===== config.mk =====
export PLATFORM = sky130hd
export DESIGN_NAME = awea_ctrl
export DESIGN_NICKNAME = d
export VERILOG_FILES = /design/src/hw/rtl/aroon_window_extreme_age_macros.svh /design/src/hw/rtl/awea_pkg.sv /design/src/hw/rtl/awea_ctrl.sv
export SDC_FILE = /design/constraint.sdc
export NUM_CORES = 1
export LEC_CHECK = 0
export BUFFER_PORTS_ARGS = -buffer_cell sky130_fd_sc_hd__buf_2
export CAP_MARGIN = 25
export CELL_PAD_IN_SITES_DETAIL_PLACEMENT = 1
export CELL_PAD_IN_SITES_GLOBAL_PLACEMENT = 1
export CORE_AREA = 4 4 41 43
export DETAILED_ROUTE_END_ITERATION = 16
export DIE_AREA = 0 0 45 47
export PLACE_DENSITY_LB_ADDON = 0.1
export SETUP_SLACK_MARGIN = 0.3
export SLEW_MARGIN = 30
export SYNTH_ARGS = -nofsm -noshare
export SYNTH_HDL_FRONTEND = slang
export SYNTH_SLANG_ARGS = --single-unit

===== constraint.sdc =====
create_clock -name i_clk -period 4.25 [get_ports i_clk]
set_clock_uncertainty 0.15 [all_clocks]
set_input_delay 0.2125 -clock i_clk [delete_from_list [all_inputs] [get_ports i_clk]]
set_output_delay 0.2125 -clock i_clk [all_outputs]
set_load 0.05 [all_outputs]

===== src/hw/rtl/aroon_window_extreme_age_macros.svh =====
// assertion macros for the aroon window extreme age block
// expects i_clk and i_rst_n in the scope of the module that uses them
`ifndef AROON_WINDOW_EXTREME_AGE_MACROS_SVH
`define AROON_WINDOW_EXTREME_AGE_MACROS_SVH

// property checked at every rising clock edge outside reset
`define AWEA_ASSERT(lbl, prop, msg) \
    lbl: assert property (@(posedge i_clk) disable iff (!i_rst_n) (prop)) \
        else $error(msg);

// implication checked in the same cycle
`define AWEA_ASSERT_IMP(lbl, ante, cons, msg) \
    `AWEA_ASSERT(lbl, (ante) |-> (cons), msg)

`endif


===== src/hw/rtl/awea_pkg.sv =====
// shared constants and controller/datapath interface types
// no dependencies
`timescale 1ns / 1ps

package awea_pkg;

    localparam int MAX_PERIOD   = 255;
    localparam int SAMPLE_WIDTH = 32;
    localparam int FULL_SCALE   = 25600;

    localparam int CFG_PERIOD_W = 8;
    localparam int OUT_W        = 15;
    localparam int DEPTH        = MAX_PERIOD + 1;
    localparam int PERIOD_W     = $clog2(MAX_PERIOD + 1);
    localparam int SLOT_W       = $clog2(DEPTH);
    localparam int COUNT_W      = $clog2(MAX_PERIOD + 2);
    localparam int NUM_W        = PERIOD_W + $clog2(FULL_SCALE + 1);
    localparam int DIV_CNT_W    = $clog2(NUM_W + 1);

    localparam int APB_ADDR_W   = 3;
    localparam int APB_DATA_W   = 32;
    localparam int REG_IDX_W    = APB_ADDR_W - 2;

    localparam logic [REG_IDX_W-1:0] REG_PERIOD = '0;
    localparam logic [CFG_PERIOD_W-1:0] PERIOD_RESET = 8'd14;

    typedef struct packed {
        logic accept;
        logic scan_start;
        logic scan_issue;
        logic div_start;
        logic div_step;
        logic out_load;
    } t_cmd;

    typedef struct packed {
        logic emit;
        logic scan_need;
        logic scan_done;
        logic div_done;
        logic out_free;
    } t_status;

endpackage


===== src/hw/rtl/awea_ctrl.sv =====
// controller state machine: sequences store, rescan, scoring and output
// depends on awea_pkg
`timescale 1ns / 1ps

module awea_ctrl (
    input  logic             i_clk,
    input  logic             i_rst_n,
    input  logic             i_in_valid,
    output logic             o_in_stall,
    input  awea_pkg::t_status i_status,
    output awea_pkg::t_cmd   o_cmd
);

    typedef enum logic [5:0] {
        ST_IDLE  = 6'b000001,
        ST_CHECK = 6'b000010,
        ST_SCAN  = 6'b000100,
        ST_SCORE = 6'b001000,
        ST_DIV   = 6'b010000,
        ST_EMIT  = 6'b100000
    } t_state;

    t_state r_state;
    t_state n_state;

    always_comb begin
        n_state = r_state;
        o_cmd   = '0;
        unique case (r_state)
            ST_IDLE: begin
                if (i_in_valid) begin
                    o_cmd.accept = 1'b1;
                    n_state      = ST_CHECK;
                end
            end
            ST_CHECK: begin
                priority if (!i_status.emit) begin
                    n_state = ST_IDLE;
                end else if (i_status.scan_need) begin
                    o_cmd.scan_start = 1'b1;
                    n_state          = ST_SCAN;
                end else begin
                    n_state = ST_SCORE;
                end
            end
            ST_SCAN: begin
                o_cmd.scan_issue = 1'b1;
                if (i_status.scan_done) begin
                    n_state = ST_SCORE;
                end
            end
            ST_SCORE: begin
                o_cmd.div_start = 1'b1;
                n_state         = ST_DIV;
            end
            ST_DIV: begin
                o_cmd.div_step = 1'b1;
                if (i_status.div_done) begin
                    n_state = ST_EMIT;
                end
            end
            ST_EMIT: begin
                if (i_status.out_free) begin
                    o_cmd.out_load = 1'b1;
                    n_state        = ST_IDLE;
                end
            end
            default: begin
                n_state = ST_IDLE;
            end
        endcase
    end

    always_ff @(posedge i_clk) begin
        if (!i_rst_n) begin
            r_state <= ST_IDLE;
        end else begin
            r_state <= n_state;
        end
    end

    assign o_in_stall = (r_state != ST_IDLE);

endmodule


==> impl_metrics.json <==
{
  "outcome": "complete, no violations",
  "routed_via_density": 5.30,
  "syn_to_final_growth_pct": 27.6,
  "track_usage_pct": 13.7,
  "crit_family": "simple AND/OR/NAND/NOR gates",
  "post-route-min-period_ns": 1.99,
  "switchingPower_mw": 0.0728,
  "drtPass1Iterations": 4,
  "largest_reg_flops": 6,
  "drc": 0,
  "gp_congestion": 0.750,
  "mappedNetlistNets": 55,
  "drt_iter0_markers": 3,
  "place_ws_ns": 2.52,
  "post-cts-setup-buffers": 0,
  "nets": 74,
  "sw_frac_of_total_pct": 38.5,
  "synth_seq_cells": 6,
  "grt_pass1_vias": 443,
  "drive_gt1_share_pct": 34.4,
  "vdd_ir_drop_max_v": 0.000196,
  "seq_area_sq_um": 120,
  "netlist_area_sq_um": 403,
  "worstMarginPinSlew_ns": 0.350,
  "crit_chain": "nor4_4 > and2_1 > and4b_1 > buf_2",
  "cpMaxStageDelayCell": "dfxtp_1",
  "clkTransAtPathRegs_ns": 0.05,
  "combPwrFrac_pct": 34.5,
  "leakagePower_nw": 0.239,
  "start_util_pct": 31.0,
  "final_cell_mix": "buf_2 (14), nor2_1 (7), dfxtp_1 (6)",
  "clock_path_buffers": 2,
  "die_height_microns": 47,
  "max_stage_delay_ns": 0.38,
  "grt_pass1_wl_microns": 2010,
  "reg_top3": "r_state (6)",
  "grt_max_degree": 9,
  "max_freq_ghz": 0.503,
  "dp_hpwl_microns": 902,
  "max_cap_violations": 0,
  "diodes": 0,
  "relSlewSlack_pct": 76.5,
  "num_vias": 419,
  "cts_hold_repair.buffers": 0,
  "internal-power_mw": 0.116,
  "cts-buffers-inserted": 3,
  "final_common_cell": "buf_2",
  "largest-register": "r_state",
  "wl_microns": 1140,
  "grt.overflow.total": 0,
  "port_buffers": 14,
  "crit_type": "reg -> out",
  "cts_tree": "done",
  "tns_ns": 0,
  "fillers": 170,
  "postSynthCellCount": 47,
  "routedWlPerCell_microns": 14.4,
  "power_frac_clock_pct": 28.7,
  "path_max_fanout": 6,
  "layout_setup_ws_ns": 2.26,
  "startpoint_type": "flop",
  "end_kind": "output pin",
  "maxSlewViolCount": 0,
  "seq_area_frac_synth_pct": 29.8,
  "period_share_pct": 46.8,
  "antenna_found_initial": 0,
  "root_buffer": "clkbuf_4",
  "syn_area_per_cell_sq_um": 8.57,
  "hold_class": "in -> reg",
  "cts_num_sinks": 6,
  "cellPowerDensity_mw_per_mm2": 368,
  "seqPwrFrac_pct": 36.8,
  "cts_resized": 0,
  "grt_setup_unrepaired": "false",
  "io-pin-count": 15,
  "fp.dieArea_sq_mm": 0.00212,
  "final_hold_viol_count": 0,
  "htreeDepth": 1,
  "ant_nets": 0,
  "yosys_warnings": 0,
  "multiInputGateArea_sq_um": 264,
  "clock_latency_ns": 0.25,
  "coreArea_sq_mm": 0.00130,
  "die_w_microns": 45,
  "ys_types": 25,
  "required_ns": 3.89,
  "setup_viol": 0,
  "crit_arrival_ns": 1.62,
  "fp-row-count": 13,
  "critical_path_buf_inv_count": 1
}
power groups by stage:
stage                     registers [mW]  clock network (mW)  logic [mW]
final                             0.0696              0.0542      0.0651
after global routing              0.0708              0.0600      0.0720
after CTS                         0.0698              0.0556      0.0658
after detailed placement          0.0709                   0      0.0652
after global placement            0.0709                   0      0.0653
after floorplan                   0.0689                   0      0.0486
per-layer routing:
metal | global-route usage (%) | vias up | part of all wire (%)
met1 | 16.9 | 192 | 47
met3 | 3.83 | 5 | 4.9
li1 | - | 210 | -
met4 | 8.77 | 0 | 3.0
met2 | 20.9 | 12 | 45
met5 | 0 | - | 0
worst reg2reg max path, delay by kind of cell (launching register included):
| family | cells | cell delay (ns) |
|---|---|---|
| AO/OA/AOI/OAI | 3 | 0.62 |
| flip-flops | 1 | 0.50 |
| AND/OR/NAND/NOR | 1 | 0.23 |
cells by family (layout without fill, tap and decap cells):
kind of cell / count (synthesis) / in the layout / share of synthesized area [%]
buffers and inverters: 5 / 22 / 4.66
multiplexers: 1 / 1 / 2.48
flip-flops: 6 / 6 / 29.8
AND/OR/NAND/NOR: 25 / 25 / 43.2
AO/OA/AOI/OAI: 10 / 10 / 19.9
layout make-up:
class                           instances  area share, %
Sequential cell                         6           23.4
Inverter                                5           3.65
Multi-Input combinational cell         36           51.3
Timing Repair Buffer                   14           13.6
Tap cell                               15           3.65
Clock buffer                            3           4.38
path summary, 6_finish.rpt:
path | from | to | slack [ns] | cells past startpoint
worst max register to register | r_state[4]$_SDFFE_PN0P_ | r_state[0]$_SDFFE_PN1P_ | 2.61 | 4
worst min register to register | r_state[5]$_SDFFE_PN0P_ | r_state[0]$_SDFFE_PN1P_ | 0.58 | 2
worst max-delay path | r_state[3]$_SDFFE_PN0P_ | o_cmd[4] | 2.26 | 4
worst min-delay path | i_rst_n | r_state[0]$_SDFFE_PN1P_ | 0.04 | 2
synthesized netlist by cell type, drive strengths merged:
cell type  number  share of area, %
nor2            7               6.5
dfxtp           6                30
inv             5               4.7
and2            3               4.7
and4b           2               5.0
nand2           2               1.9
nor2b           2               3.1
nor3b           2               3.7
nor4            2               8.4
o21ai           2               2.5
o221ai          2               5.9
a211oi          1               1.9
a21oi           1               1.2
a221oi          1               2.2
and3            1               1.9
mux2i           1               2.5
nand3           1               1.2
nand3b          1               1.9
nor3            1               1.2
nor4b           1               3.7
o21a            1               1.9
o2bb2ai         1               2.2
o311ai          1               2.2
stage by stage:
| step | power (mW) | std cells | hold WS [ns] | util (%) | area (sq um) |
|---|---|---|---|---|---|
| finish | 0.189 | 79 | 0.0399 | 39.5 | 514 |
| CTS | 0.191 | 79 | 0.0383 | 39.5 | 514 |
| detailed placement | 0.136 | 76 | 0.296 | 37.8 | 492 |
| global route | 0.203 | 79 | 0.0461 | 39.5 | 514 |
| floorplan | 0.117 | 47 | 0.141 | - | 403 |
| global placement | 0.136 | 76 | 0.296 | 37.8 | 492 |
No activity file was read; power rests on OpenSTA's default activity.
